File: config.mk
export PLATFORM = sky130hd
export DESIGN_NAME = kes_divider
export DESIGN_NICKNAME = d
export VERILOG_FILES = /design/src/rtl/kes_divider.sv
export SDC_FILE = /design/constraint.sdc
export NUM_CORES = 1
export LEC_CHECK = 0
export BUFFER_PORTS_ARGS = -buffer_cell sky130_fd_sc_hd__buf_4
export CAP_MARGIN = 0
export CORE_MARGIN = 3
export CORE_UTILIZATION = 50
export CTS_CLUSTER_SIZE = 10
export DETAILED_ROUTE_END_ITERATION = 6
export GPL_TIMING_DRIVEN = 0
export HOLD_SLACK_MARGIN = 0.03
export PLACE_DENSITY = 0.74
export SYNTH_ARGS = -nofsm -noshare
export SYNTH_HDL_FRONTEND = slang
export SYNTH_SLANG_ARGS = --single-unit
File: constraint.sdc
create_clock -name clk -period 7.2 [get_ports clk]
set_input_delay 1.44 -clock clk [delete_from_list [all_inputs] [get_ports clk]]
set_output_delay 1.44 -clock clk [all_outputs]
set_load 0.01 [all_outputs]
File: src/rtl/kes_divider.sv
`timescale 1ns / 1ps

module kes_divider #(
  parameter int DW = 98,
  parameter int QW = 35,
  parameter int SW = 6
) (
  input  logic          clk,
  input  logic          rst,
  input  logic          start,
  input  logic [DW-1:0] num,
  input  logic [DW-1:0] den,
  input  logic [SW-1:0] steps,
  output logic          done,
  output logic [QW-1:0] quo,
  output logic [DW-1:0] rem
);

  logic [DW-1:0] dsh;
  logic [SW-1:0] cnt;
  logic          busy;
  logic          ge;

  assign ge = (rem >= dsh);

  always_ff @(posedge clk) begin
    if (rst) begin
      busy <= 1'b0;
      done <= 1'b0;
    end else begin
      done <= 1'b0;
      if (start) begin
        busy <= 1'b1;
      end else if (busy && cnt == SW'(1)) begin
        busy <= 1'b0;
        done <= 1'b1;
      end
    end
  end

  always_ff @(posedge clk) begin
    if (start) begin
      rem <= num;
      dsh <= den;
      quo <= '0;
      cnt <= steps;
    end else if (busy) begin
      if (ge) rem <= rem - dsh;
      quo <= {quo[QW-2:0], ge};
      dsh <= dsh >> 1;
      cnt <= cnt - SW'(1);
    end
  end

endmodule

==> results of run 1 <==
==> flip-flops by register name (all words and copies together) (netlist names) <==
| signal | flops |
|---|---|
| busy | 1 |
| cnt | 6 |
| done | 1 |
| dsh | 98 |
| quo | 35 |
| rem | 98 |
==> placed cells by master, fill, tap and decap left out, types with 11 or more instances in the layout <==
master / Yosys / layout
o21a_1: 16 / 16
nor2b_1: 11 / 11
a21oi_1: 136 / 136
clkbuf_1: 79 / 95
buf_4: 2 / 339
o21ai_1: 27 / 27
nand2_1: 293 / 292
nand3_1: 19 / 19
clkbuf_16: 0 / 29
buf_2: 19 / 19
o21bai_1: 21 / 21
dfxtp_1: 37 / 37
nor3_1: 14 / 14
a31oi_1: 13 / 13
nor2_1: 90 / 90
inv_1: 140 / 140
xnor2_1: 61 / 61
xor2_1: 33 / 33
a21o_1: 49 / 48
ha_1: 100 / 100
mux2i_1: 37 / 37
edfxtp_1: 202 / 202
o21ai_0: 241 / 241
nand4_1: 46 / 46
==> stage by stage <==
step / power (uW) / cell area [um^2] / util
final: 6630 / 20100 / 0.635
after floorplan: 4180 / 16100 / -
after detailed placement: 5210 / 19200 / 0.608
after CTS: 6590 / 20100 / 0.635
after global routing: 7050 / 20100 / 0.635
after global placement: 5170 / 19200 / 0.606
==> metal layers <==
layer,vias up,track usage,wire length [um]
met4,0,0.0649,1100
met5,-,0,0
li1,7275,-,-
met1,7048,0.387,21900
met3,72,0.0590,4660
met2,660,0.477,23800
==> cells by family (layout without fill, tap and decap cells) <==
family,count (synthesis),after routing
AND/OR/NAND/NOR,534,534
flip-flops,239,239
AO/OA/AOI/OAI,578,578
XOR/XNOR,94,94
buffers and inverters,244,633
multiplexers,39,39
other,0,1
adder cells (fa/ha/maj),101,101
==> final timing paths <==
path	slack (ps)	start	cells past startpoint	endpoint
min reg2reg	500	quo[34]	2	quo[34]
min	500	quo[34]	2	quo[34]
max	2080	rem[0]	15	rem[50]
max reg2reg	2080	rem[0]	15	rem[50]
==> tightest hold or removal path, stage by stage (launching register included) <==
cell     delay, ps
dfxtp_1        330
mux2i_1         70
nor2_1          70
==> power breakdown <==
group          total [uW]  switching [uW]  leakage [uW]  internal, uW
Combinational        3270            1940       0.00604          1320
Clock                1370             591      0.000412           782
Sequential           1990             152       0.00235          1840
==> layout make-up <==
type | count | area (um^2)
diodes | 1 | 2.50
multi-input cells | 1346 | 8380
fillers | 2738 | 11500
clock inverters | 5 | 68.8
repair buffers | 339 | 2580
plain buffers | 104 | 435
flip-flops and latches | 239 | 6810
inverters | 140 | 526
well taps | 402 | 503
clock buffers | 45 | 786
==> results_dict.tcl, run 1 <==
set metrics [dict create \
    ctsRootBufferMaster "clkbuf_16" \
    synth_common_cells "nand2_1, o21ai_0, edfxtp_1, inv_1, a21oi_1" \
    dp_cells 2570 \
    async_flop_share 0 \
    cts_setup_buffers 0 \
    synth.net_count 2135 \
    ys.flop_type "edfxtp_1" \
    cts_tree "done" \
    routed_via_density 5.74 \
    synth_area_leaders "edfxtp_1, ha_1, o21ai_0" \
    drc_errors 0 \
    worstPathArrival_ps 5360 \
    rsz0062_at_grt "no" \
    synth.most_common_cell "nand2_1" \
    drv_cap 0 \
    synth-edff-count 202 \
    leakage_uw 0.00880 \
    syn2layout_area_growth_pct 24.6 \
    synth_top_family_by_area "compound AO/OA/AOI/OAI gates" \
    syn_inst 1829 \
    wl_per_cell_um 19.6 \
    finalNonFillerCells 2621 \
    ctsResizeCount 0 \
    worstSkewPairLatency_ps 580 \
    synth_simple_gate_area_frac 0.149 \
    setup_slack_ps 2080 \
    clock_skew_ps 25.0 \
    avgSynthCellArea_um2 8.82 \
    relSlewSlack 0.147 \
    cts_num_sinks 239 \
    clk_path_buf_depth 3 \
    hold_slack_ps 501 \
    initial_core_util 0.510 \
    slowest_stage "a21o_4" \
    post-route-min-period_ps 5120 \
    path_clk_slew_ps 60 \
    synth-seq-cells 239 \
    drt-total-wl_um 51500 \
    worst_pin_slew_ps 1280 \
    status "complete, no violations" \
    synthAdderAreaFrac 0.0788 \
    crit_family "compound AO/OA/AOI/OAI gates" \
    crit_chain "inv_1 > ha_1 > fa_1 > nand2b_1 > a21oi_2 > nor2_1 > nor4b_1 > o2111ai_1 > a31oi_1 > o21ai_1 > nand2_1 > a31oi_1 > o21ai_1 > a21o_4 > buf_16" \
    p_per_area_mw_per_mm2 330 \
    hold_viol_final 0 \
    drt_pass1_iterations 6 \
    synth_top_area_cell "edfxtp_1" \
    cp.required_ps 7440 \
    io_pins 339 \
    crit_path_start_kind "flip-flop" \
    grt_usage 0.286 \
    layout.nets 2505 \
    synth-xor-area-share 0.0510 \
    ant_nets 0 \
    end_kind "flip-flop" \
    fin_crit_sh 0.711 \
    synth_top_area_share 0.376 \
    num_vias 15100 \
    tns_ps 0 \
    grt_max_degree 59 \
    gp_congestion 0.927 \
    cts-hold-fix-buffers 0 \
    io_buffers 337 \
    initialDrtViolationCount 1132 \
    cts_buffers 29 \
    synth_compound_area_frac 0.215 \
    fp.dieW_um 186 \
    path_class "reg -> reg" \
    syn_area_mm2 0.0161 \
    crit_buf_inv 2 \
    critPathMaxFanout 57 \
    hold_class "reg -> reg" \
    chipHeight_um 186 \
    grt_overflow 0 \
    layout-drive-gt1-share 0.197 \
    yosysSeqAreaShare 0.422 \
    die_area_mm2 0.0344 \
    clock.fmax_mhz 195 \
    setup_viol 0 \
    grt_pass1_wl_um 78100 \
    synth_mux_area_frac 0.0244 \
    slew_viol_final 0 \
    synth.distinct_cells 87 \
    cts.htree.levels 1 \
    yosysWarnings 0 \
    core_mm2 0.0316 \
    antenna_found_initial 0 \
    rows 65 \
    cpPeakStageDelay_ps 720 \
    vdd_drop_max_mv 0.184 \
    dp_hpwl_um 40100 \
    place_ws_ps 1660 \
    grt_pass1_vias 14400 \
]
Power figures use the tool's default switching activity.
==> inputs of run 2 (changes only) <==
--- a/config.mk
+++ b/config.mk
@@ -13,7 +13,7 @@
 export DETAILED_ROUTE_END_ITERATION = 6
 export GPL_TIMING_DRIVEN = 0
 export HOLD_SLACK_MARGIN = 0.03
-export PLACE_DENSITY = 0.74
+export PLACE_DENSITY = 0.77
 export SYNTH_ARGS = -nofsm -noshare
 export SYNTH_HDL_FRONTEND = slang
 export SYNTH_SLANG_ARGS = --single-unit
==> constraint.sdc (replaced) <==
create_clock -name clk -period 4.45 [get_ports clk]
set_input_delay 0.89 -clock clk [delete_from_list [all_inputs] [get_ports clk]]
set_output_delay 0.89 -clock clk [all_outputs]
set_load 0.01 [all_outputs]
==> run 2 against run 1 <==
  * Clock-buffer cell count decreased by 1
  * Sequential power grew 62%
  * Global-route usage fell by 0.054 points
  * Hold slack worse by 11 ps
  * Flip-flop and latch count stayed put
  * Combinational power rose by 63%
  * Non-clock buffer count rose by 4
  * Sequential share of layout area is 0.13 points lower
  * Wire length rose by 1.7%
  * Final cell count increased by 0.31%
==> results_dict.tcl, run 2 (same netlist as run 1, synthesis figures left out) <==
set metrics [dict create \
    fin_crit_sh 0.974 \
    core_mm2 0.0316 \
    final_core_util 0.637 \
    chipHeight_um 186 \
    p_sw_frac 0.407 \
    drt_pass1_iterations 6 \
    rows 65 \
    io_buffers 337 \
    crit_start "start" \
    clock_skew_ps 32.5 \
    hold_slack_ps 491 \
    io_pins 339 \
    leakage_uw 0.00884 \
    p_per_area_mw_per_mm2 531 \
    combPwrFrac 0.497 \
    path_clk_slew_ps 50 \
    path_class "in -> reg" \
    grt_pass1_vias 14600 \
    layout-drive-gt1-share 0.200 \
    rsz0062_at_grt "yes" \
    ant_nets 0 \
    cpPeakStageDelay_ps 850 \
    syn2layout_area_growth_pct 25.0 \
    worstPathArrival_ps 4550 \
    clkPwrFrac 0.201 \
    initialDrtViolationCount 1449 \
    crit_buf_inv 6 \
    worst_pin_slew_ps 1270 \
    hold_viol_final 0 \
    initial_core_util 0.510 \
    vdd_drop_max_mv 0.328 \
    dpl-instance-area_mm2 0.0192 \
    drc_errors 0 \
    crit_family "buffers and inverters" \
    cts_buffers 29 \
    cts_num_sinks 239 \
    dp_hpwl_um 40100 \
    worstSkewPairLatency_ps 580 \
    r2r-start "rem[15]" \
    routed_via_density 5.83 \
    reg.largest.list "dsh (98), rem (98), quo (35)" \
    drv_cap 0 \
    setup_slack_ps 115 \
    cp.required_ps 4660 \
    p_switching_uw 4360 \
    cts_tree "done" \
    setup_viol 0 \
    seqPwrFrac 0.301 \
    wl_per_cell_um 19.9 \
    layout_common_cells "buf_4, nand2_1, o21ai_0" \
    layout.nets 2511 \
    place_ws_ps -561 \
    grt_overflow 0 \
    end_kind "flip-flop" \
    final_cell_area_mm2 0.0202 \
    crit_chain "clkbuf_1 > clkbuf_1 > buf_4 > inv_1 > clkbuf_1 > nand2_4 > buf_16" \
    fp.dieW_um 186 \
    p_int_uw 6350 \
    die_area_mm2 0.0344 \
    ctsRootBufferMaster "clkbuf_16" \
    crit_top_cell "clkbuf_1" \
    clock.fmax_mhz 231 \
    hold_class "in -> reg" \
    rr_worst_depth 14 \
    relSlewSlack 0.153 \
    drt-total-wl_um 52400 \
    crit_path_start_kind "input pin" \
    grt_usage 0.285 \
    antenna_found_initial 2 \
    grt_pass1_wl_um 77900 \
    status "complete, no violations" \
    hold_path_depth 2 \
    final_common_cell "buf_4" \
    slowest_stage "clkbuf_1" \
    fill_cells 2692 \
    min_from "rst" \
    gp_congestion 0.949 \
    cts-hold-fix-buffers 0 \
    clk_path_buf_depth 3 \
    post-route-min-period_ps 4340 \
    worst-path-stages 7 \
    slew_viol_final 0 \
    num_vias 15300 \
    cts.htree.levels 1 \
    grt_max_degree 58 \
    critPathMaxFanout 57 \
]
[run 2: layout make-up]
| class | instances | area, um^2 | area share |
|---|---|---|---|
| multi-input cells | 1348 | 8420 | 0.418 |
| repair buffers | 343 | 2630 | 0.131 |
| well taps | 402 | 503 | 0.0249 |
| plain buffers | 104 | 435 | 0.0216 |
| flip-flops and latches | 239 | 6810 | 0.337 |
| diodes | 3 | 7.51 | 0.000372 |
| inverters | 140 | 526 | 0.0261 |
| clock buffers | 44 | 792 | 0.0393 |
| clock inverters | 6 | 42.5 | 0.00211 |
[run 2: repair_timing]
item / CTS / global route
buffers inserted: 2 / 1
pin swaps: 2 / 0
resized for setup: 4 / 1
gates cloned: 2 / 1
setup endpoints to repair: 98 / 68
[run 2: stage by stage]
| step | cells | total power (uW) | setup TNS (ps) |
|---|---|---|---|
| floorplan | 1829 | 6750 | 0 |
| global placement | 2568 | 8330 | -303730 |
| detailed placement | 2570 | 8420 | -101220 |
| CTS | 2624 | 10600 | 0 |
| global route | 2628 | 11300 | -4.17 |
| finish | 2629 | 10700 | 0 |
[run 2: power by group through the flow]
stage	combinational, uW	clock, uW	sequential, uW
3_3_place_gp	5060	0	3270
2_1_floorplan	3430	0	3320
6_report	5330	2160	3230
4_1_cts	5220	2170	3220
3_5_place_dp	5150	0	3260
5_1_grt	5810	2260	3260
[run 2: path summary, 6_finish.rpt]
check	slack, ps	end
min	490	busy
max reg2reg	210	rem[69]
max	110	dsh[51]
min reg2reg	510	quo[34]
[run 2: per-layer routing]
layer / vias to the layer above / routed length, um / global-route usage
met5: - / 0 / 0
met4: 0 / 1230 / 0.0718
met3: 84 / 4930 / 0.0620
met2: 693 / 24500 / 0.483
met1: 7250 / 21700 / 0.375
li1: 7292 / - / -
