$ cat config.mk
export PLATFORM = sky130hd
export DESIGN_NAME = kes_cordic
export DESIGN_NICKNAME = d
export VERILOG_FILES = /design/src/rtl/kes_pkg.sv /design/src/rtl/kes_cordic.sv
export SDC_FILE = /design/constraint.sdc
export NUM_CORES = 2
export LEC_CHECK = 0
export BUFFER_PORTS_ARGS = -buffer_cell sky130_fd_sc_hd__buf_2
export CAP_MARGIN = 30
export CELL_PAD_IN_SITES_DETAIL_PLACEMENT = 1
export CELL_PAD_IN_SITES_GLOBAL_PLACEMENT = 1
export CORE_MARGIN = 1.5
export CORE_UTILIZATION = 43
export DETAILED_ROUTE_END_ITERATION = 10
export GPL_TIMING_DRIVEN = 0
export PLACE_DENSITY = 0.9
export RECOVER_POWER = 100
export SYNTH_ARGS = -nofsm -noshare
export SYNTH_HDL_FRONTEND = slang
export SYNTH_SLANG_ARGS = --single-unit
$ cat constraint.sdc
create_clock -name clk -period 8.56 [get_ports clk]
set_input_delay 0 -clock clk [delete_from_list [all_inputs] [get_ports clk]]
set_output_delay 0 -clock clk [all_outputs]
set_load 0.005 [all_outputs]
$ cat src/rtl/kes_pkg.sv
`timescale 1ns / 1ps

package kes_pkg;

  localparam int WFB = 60;
  localparam logic [63:0] WONE = 64'd1 << WFB;
  localparam logic [31:0] ECC_ONE = 32'h1000_0000;
  localparam logic [63:0] SAT_MAG = 64'd1 << 62;

  localparam logic [1:0] ST_CONVERGED = 2'd0;
  localparam logic [1:0] ST_LIMIT     = 2'd1;
  localparam logic [1:0] ST_PARABOLIC = 2'd2;

  localparam logic [1:0] CFG_TOLERANCE  = 2'd0;
  localparam logic [1:0] CFG_ITER_LIMIT = 2'd1;

  typedef logic [63:0][63:0] tab_t;

  typedef struct packed {
    logic start;
    logic hyp;
  } cordic_cmd_t;

  function automatic logic [63:0] asr64(input logic [63:0] v, input int s);
    return $unsigned($signed(v) >>> s);
  endfunction

  function automatic logic [63:0] const_udiv(input logic [63:0] num, input logic [63:0] den);
    logic [63:0] q;
    logic [64:0] r;
    q = '0;
    r = '0;
    for (int b = 63; b >= 0; b--) begin
      r = {r[63:0], num[b]};
      if (r >= {1'b0, den}) begin
        r = r - {1'b0, den};
        q[b] = 1'b1;
      end
    end
    return q;
  endfunction

  function automatic logic [63:0] pow2_series(input int i, input logic alt);
    logic [63:0] sum;
    logic [63:0] t;
    int ex;
    sum = '0;
    for (int k = 0; k < 32; k++) begin
      ex = i * (2 * k + 1);
      if (ex <= WFB) begin
        t = const_udiv(64'd1 << (WFB - ex), 64'(2 * k + 1));
        if (alt && k[0]) sum = sum - t;
        else sum = sum + t;
      end
    end
    return sum;
  endfunction

  function automatic logic [63:0] inv_series(input logic [63:0] n, input logic alt);
    logic [63:0] p;
    logic [63:0] sum;
    logic [63:0] t;
    logic run;
    p = const_udiv(WONE, n);
    sum = p;
    run = 1'b1;
    for (int k = 1; k < 64; k++) begin
      if (run) begin
        p = const_udiv(p, n * n);
        if (p == 64'd0) begin
          run = 1'b0;
        end else begin
          t = const_udiv(p, 64'(2 * k + 1));
          if (alt && k[0]) sum = sum - t;
          else sum = sum + t;
        end
      end
    end
    return sum;
  endfunction

  function automatic logic [63:0] quarter_pi();
    return 64'd4 * inv_series(64'd5, 1'b1) - inv_series(64'd239, 1'b1);
  endfunction

  function automatic tab_t atan_table();
    tab_t t;
    t[0] = quarter_pi();
    for (int i = 1; i < 64; i++) t[i] = pow2_series(i, 1'b1);
    return t;
  endfunction

  function automatic tab_t atanh_table();
    tab_t t;
    t[0] = '0;
    for (int i = 1; i < 64; i++) t[i] = pow2_series(i, 1'b0);
    return t;
  endfunction

  function automatic logic [63:0] const_div_frac(input logic [63:0] num, input logic [63:0] den,
                                                 input int shift, input logic [63:0] cap);
    logic [63:0] d;
    logic [63:0] q;
    logic [63:0] r;
    logic sat;
    d = (den == 64'd0) ? 64'd1 : den;
    q = const_udiv(num, d);
    r = num - q * d;
    sat = (q > cap);
    for (int s = 0; s < shift; s++) begin
      if (!sat) begin
        r = r << 1;
        q = q << 1;
        if (r >= d) begin
          r = r - d;
          q = q | 64'd1;
        end
        if (q > cap) sat = 1'b1;
      end
    end
    return sat ? cap : q;
  endfunction

  function automatic logic [63:0] circ_inv_gain(input int stages);
    tab_t tab;
    logic [63:0] x, y, z, dx, dy;
    tab = atan_table();
    x = WONE;
    y = '0;
    z = '0;
    for (int i = 0; i < stages; i++) begin
      dx = asr64(y, i);
      dy = asr64(x, i);
      if (!z[63]) begin
        x = x - dx; y = y + dy; z = z - tab[i];
      end else begin
        x = x + dx; y = y - dy; z = z + tab[i];
      end
    end
    return const_div_frac(WONE, x, WFB, SAT_MAG);
  endfunction

  function automatic logic [191:0] hyp_rot(input logic [191:0] v, input int i,
                                           input logic [63:0] a);
    logic [63:0] x, y, z, dx, dy;
    x = v[191:128];
    y = v[127:64];
    z = v[63:0];
    dx = asr64(y, i);
    dy = asr64(x, i);
    if (!z[63]) begin
      x = x + dx; y = y + dy; z = z - a;
    end else begin
      x = x - dx; y = y - dy; z = z + a;
    end
    return {x, y, z};
  endfunction

  function automatic logic [63:0] hyp_inv_gain(input int stages);
    tab_t tab;
    logic [191:0] v;
    int i, rep, cnt;
    tab = atanh_table();
    v = {WONE, 64'd0, 64'd0};
    i = 1;
    rep = 4;
    cnt = 0;
    for (int n = 0; n < 2 * stages + 2; n++) begin
      if (cnt < stages && i < 64) begin
        v = hyp_rot(v, i, tab[i]);
        cnt = cnt + 1;
        if (i == rep && cnt < stages) begin
          v = hyp_rot(v, i, tab[i]);
          cnt = cnt + 1;
          rep = 3 * rep + 1;
        end
        i = i + 1;
      end
    end
    return const_div_frac(WONE, v[191:128], WFB, SAT_MAG);
  endfunction

  localparam logic [63:0] HALF_PI_W = 64'd2 * quarter_pi();
  localparam logic [63:0] LN2_W = 64'd2 * inv_series(64'd3, 1'b0);

endpackage

$ cat src/rtl/kes_cordic.sv
`timescale 1ns / 1ps

module kes_cordic #(
  parameter int STAGES = 32
) (
  input  logic                clk,
  input  logic                rst,
  input  kes_pkg::cordic_cmd_t cmd,
  input  logic [63:0]         z_in,
  output logic                done,
  output logic [63:0]         x_out,
  output logic [63:0]         y_out
);

  import kes_pkg::*;

  localparam int CW = $clog2(STAGES + 1);
  localparam tab_t ATAN_T = atan_table();
  localparam tab_t ATANH_T = atanh_table();
  localparam logic [63:0] CIRC_GAIN = circ_inv_gain(STAGES);
  localparam logic [63:0] HYP_GAIN = hyp_inv_gain(STAGES);

  logic [63:0]   z;
  logic [5:0]    idx;
  logic [7:0]    rep;
  logic [CW-1:0] cnt;
  logic [CW-1:0] cnt_next;
  logic          dup;
  logic          hyp;
  logic          busy;
  logic          last;
  logic [63:0]   dx, dy, angle;

  assign dx = asr64(y_out, int'(idx));
  assign dy = asr64(x_out, int'(idx));
  assign angle = hyp ? ATANH_T[idx] : ATAN_T[idx];
  assign cnt_next = cnt + CW'(1);
  assign last = (cnt_next == CW'(STAGES));

  always_ff @(posedge clk) begin
    if (rst) begin
      busy <= 1'b0;
      done <= 1'b0;
    end else begin
      done <= 1'b0;
      if (cmd.start) begin
        busy <= 1'b1;
      end else if (busy && last) begin
        busy <= 1'b0;
        done <= 1'b1;
      end
    end
  end

  always_ff @(posedge clk) begin
    if (cmd.start) begin
      x_out <= cmd.hyp ? HYP_GAIN : CIRC_GAIN;
      y_out <= '0;
      z     <= z_in;
      idx   <= cmd.hyp ? 6'd1 : 6'd0;
      rep   <= 8'd4;
      cnt   <= '0;
      dup   <= 1'b0;
      hyp   <= cmd.hyp;
    end else if (busy) begin
      cnt <= cnt_next;
      if (hyp) begin
        if (!z[63]) begin
          x_out <= x_out + dx; y_out <= y_out + dy; z <= z - angle;
        end else begin
          x_out <= x_out - dx; y_out <= y_out - dy; z <= z + angle;
        end
        if (dup) begin
          dup <= 1'b0;
          idx <= idx + 6'd1;
        end else if ({2'b00, idx} == rep && !last) begin
          dup <= 1'b1;
          rep <= 8'd3 * rep + 8'd1;
        end else begin
          idx <= idx + 6'd1;
        end
      end else begin
        if (!z[63]) begin
          x_out <= x_out - dx; y_out <= y_out + dy; z <= z - angle;
        end else begin
          x_out <= x_out + dx; y_out <= y_out - dy; z <= z + angle;
        end
        idx <= idx + 6'd1;
      end
    end
  end

endmodule

==> impl_metrics.py <==
metrics = {
    "synthesis": {
        "synth_most_common_cell": "nand2_1",
        "synth-xor-area-share_pct": 7.335,
        "netlist_area_um2": 37610,
        "synth_compound_area_share_pct": 28.29,
        "yosys.area.top_type_share_pct": 10.78,
        "synth.net_count": 5410,
        "ys_seq_area_share_pct": 15.09,
        "netlist_instances": 5051,
        "synth_edf_count": 135,
        "ys_warn_count": 0,
        "synth_area_leaders": "edfxtp_1 (11%), ha_1 (9.5%), mux4_2 (6.9%), a21oi_1 (6.1%), o21ai_0 (5.9%)",
        "synth_top_family_by_area": "compound AO/OA/AOI/OAI gates",
        "yosysTopAreaCell": "edfxtp_1",
        "ys_types": 99,
        "synthSimpleGateAreaFrac_pct": 20.05,
        "synthFlopType": "edfxtp_1",
        "synth_mux_area_share_pct": 13.46,
        "synth_fa_ha_area_share_pct": 9.780,
        "async_reset_ff_share_pct": 0,
        "synth-seq-cells": 216,
        "synthTopCellsByCount": "nand2_1 (536), nor2_1 (530), a21oi_1 (456)",
        "syn_avg_cell_area_um2": 7.447,
    },
    "sta": {
        "whs_ns": 0.1245,
        "period_share_pct": 105.4,
        "hold_viol_final": 0,
        "rsz0062_at_grt": "true",
        "period_minus_slack_ns": 9.020,
        "finalMaxSlewViolations": 0,
        "setup_slack_ns": -0.4597,
        "setup_tns_ns": -2.624,
        "tightest_slew_ns": 1.430,
        "slew_headroom_pct": 1.927,
        "max_freq_mhz": 110.9,
        "setup_violations": 16,
        "clock_skew_ns": 0.04170,
    },
    "finish": {
        "layout-area-overhead-vs-synth_pct": 16.19,
        "final_area_um2": 43700,
        "drive_above_1_share_pct": 14.49,
        "fin_util_pct": 50.38,
        "n_fill_cell": 10878,
        "nets": 5781,
        "fin_cells": 6615,
    },
    "floorplan": {
        "die_w_um": 298.8,
        "core_um2": 86750,
        "initial_core_util_pct": 43.36,
        "ios": 197,
        "row_count": 108,
        "fp.dieH_um": 298.8,
        "dieArea_um2": 89260,
    },
    "run_status": {
        "status": "complete, but fails checks",
        "violations": "setup timing",
    },
    "worst_setup_path": {
        "cp.required_ns": 9.09,
        "critical_path_class": "flip-flop to flip-flop",
        "endpoint_kind": "flip-flop",
        "worst_setup_path_start_kind": "flip-flop",
        "arrival_ns": 9.54,
        "crit_fanout": 10,
    },
    "clocking": {
        "cts_max_level": 2,
        "cts_tree": "yes",
        "cts_made_buffers": 34,
        "clockBufferDepth": 3,
        "clk_pin_slew_worst_paths_ns": 0.06,
        "cts_root_buf": "clkbuf_16",
        "insertion_delay_ns": 0.64,
        "cts_sinks": 216,
    },
    "drt": {
        "dr_total_vias": 47420,
        "viasPerCell": 7.169,
        "drtAntennaViolNets": 0,
        "firstDrtPassIters": 8,
        "wirelength_um": 239900,
        "wl_per_cell_um": 36.26,
        "drtIter0Drc": 6293,
        "drc": 0,
    },
    "power": {
        "vdd_drop_max_mv": 0.3376,
        "powerDensity_nw_per_um2": 509.6,
        "total_power_mw": 22.27,
        "p_leak_nw": 18.24,
    },
    "place": {
        "dp_slack_ns": -3.746,
        "hpwl_um": 182100,
        "gp_congestion": 1.109,
        "dp.cells": 6446,
        "port_buffers": 196,
        "placed_area_um2": 40630,
    },
    "global_route": {
        "gr-usage-met1_pct": 60.42,
        "overflow": 0,
        "grt_max_degree": 76,
        "track_usage_pct": 51.26,
        "grt.busiest_layer": "met2",
        "gr-usage-met3_pct": 14.58,
        "grt_pass1_wl_um": 335500,
        "grt_antenna_before_repair": 12,
        "first_global_vias": 46944,
        "grtUsageMet2_pct": 78.47,
    },
    "min_path": {
        "hp-class": "primary input to flip-flop",
    },
    "run": {
        "maxCapViolCount": 0,
    },
}
==> layout by cell type (no fill, tap or decap), types with 103 or more instances in the layout <==
cell type,synthesis,routed
o21ai_0,441,418
inv_1,190,188
mux2i_1,165,159
ha_1,286,269
xor2_1,119,117
a21oi_1,456,446
nand2_1,536,535
nor3_1,108,103
buf_2,38,197
a21o_1,138,137
clkbuf_1,245,241
mux4_2,115,115
edfxtp_1,135,135
nor2_1,530,524
xnor2_1,196,191
==> sequential cells by signal, indices dropped and copies added, names as in the netlist <==
register,count
cnt,6
busy,1
hyp,1
idx,6
x_out,64
dup,1
rep,8
done,1
z,64
y_out,64
==> worst paths after layout <==
kind           from         to  slack, ns  cells past startpoint
min             rst       busy       0.12                      3
max reg2reg  idx[2]  y_out[62]      -0.46                     25
max          idx[2]  y_out[62]      -0.46                     25
min reg2reg     dup        dup       0.46                      2
==> per-layer routing <==
metal / vias to the layer above / part of all wire, %
li1: 19372 / -
met1: 23178 / 36
met2: 3575 / 42
met3: 1285 / 11
met4: 10 / 9.9
met5: - / 0.040
==> final cells by class <==
type                            count  area (um^2)  share of cell area (%)
Antenna cell                       16        40.04                 0.09162
Buffer                            346         1720                   3.937
Clock buffer                       49        991.0                   2.268
Clock inverter                      9        81.33                  0.1861
Inverter                          195        748.2                   1.712
Multi-Input combinational cell   4277        30460                   69.70
Sequential cell                   216         5675                   12.99
Tap cell                         1155         1445                   3.307
Timing Repair Buffer              352         2539                   5.809
==> power by group <==
part	total (mW)	switching (mW)	internal (mW)	leakage [nW]
combinational	18.1	11.7	6.40	15.7
sequential	2.69	0.966	1.73	2.03
clock	1.50	0.661	0.835	0.527
==> critical path, stage by stage (launching register included) <==
cell and delay (ns):
edfxtp_1 0.54, buf_12 0.22, buf_4 0.27, buf_2 0.39, mux4_2 0.42, mux2i_1 1.12, o221ai_1 0.31, and4b_1 0.57
nor4bb_2 0.37, and4_1 0.25, buf_4 0.15, nor2b_1 0.36, a21oi_1 0.14, xnor2_1 0.21, ha_1 0.31, clkbuf_1 0.27
nand4_1 0.21, a211oi_1 0.35, nor3_1 0.20, a2111oi_0 1.01, o21ba_2 0.35, a221o_1 0.25, a211o_1 0.17, a21oi_1 0.09
xnor2_1 0.15, a22o_1 0.20
==> repair_timing <==
item                                    CTS  global route
gates resized for setup                 192           152
hold buffers                             67             0
pin swaps                                 6            18
cloned                                    0             0
hold endpoints to repair                 68             0
endpoints found under the setup margin  137            49
setup buffers                            12            21
==> logic make-up (layout without fill, tap and decap cells) <==
logic type | after synthesis | after routing
buffers and inverters | 558 | 951
xor gates and xnor gates | 315 | 315
other | 0 | 16
muxes | 353 | 353
DFF | 216 | 216
and+or+nand+nor | 1641 | 1641
AOI/OAI and AO/OA | 1677 | 1677
adders and majority gates | 291 | 291
No activity file was read; power rests on OpenSTA's default activity.
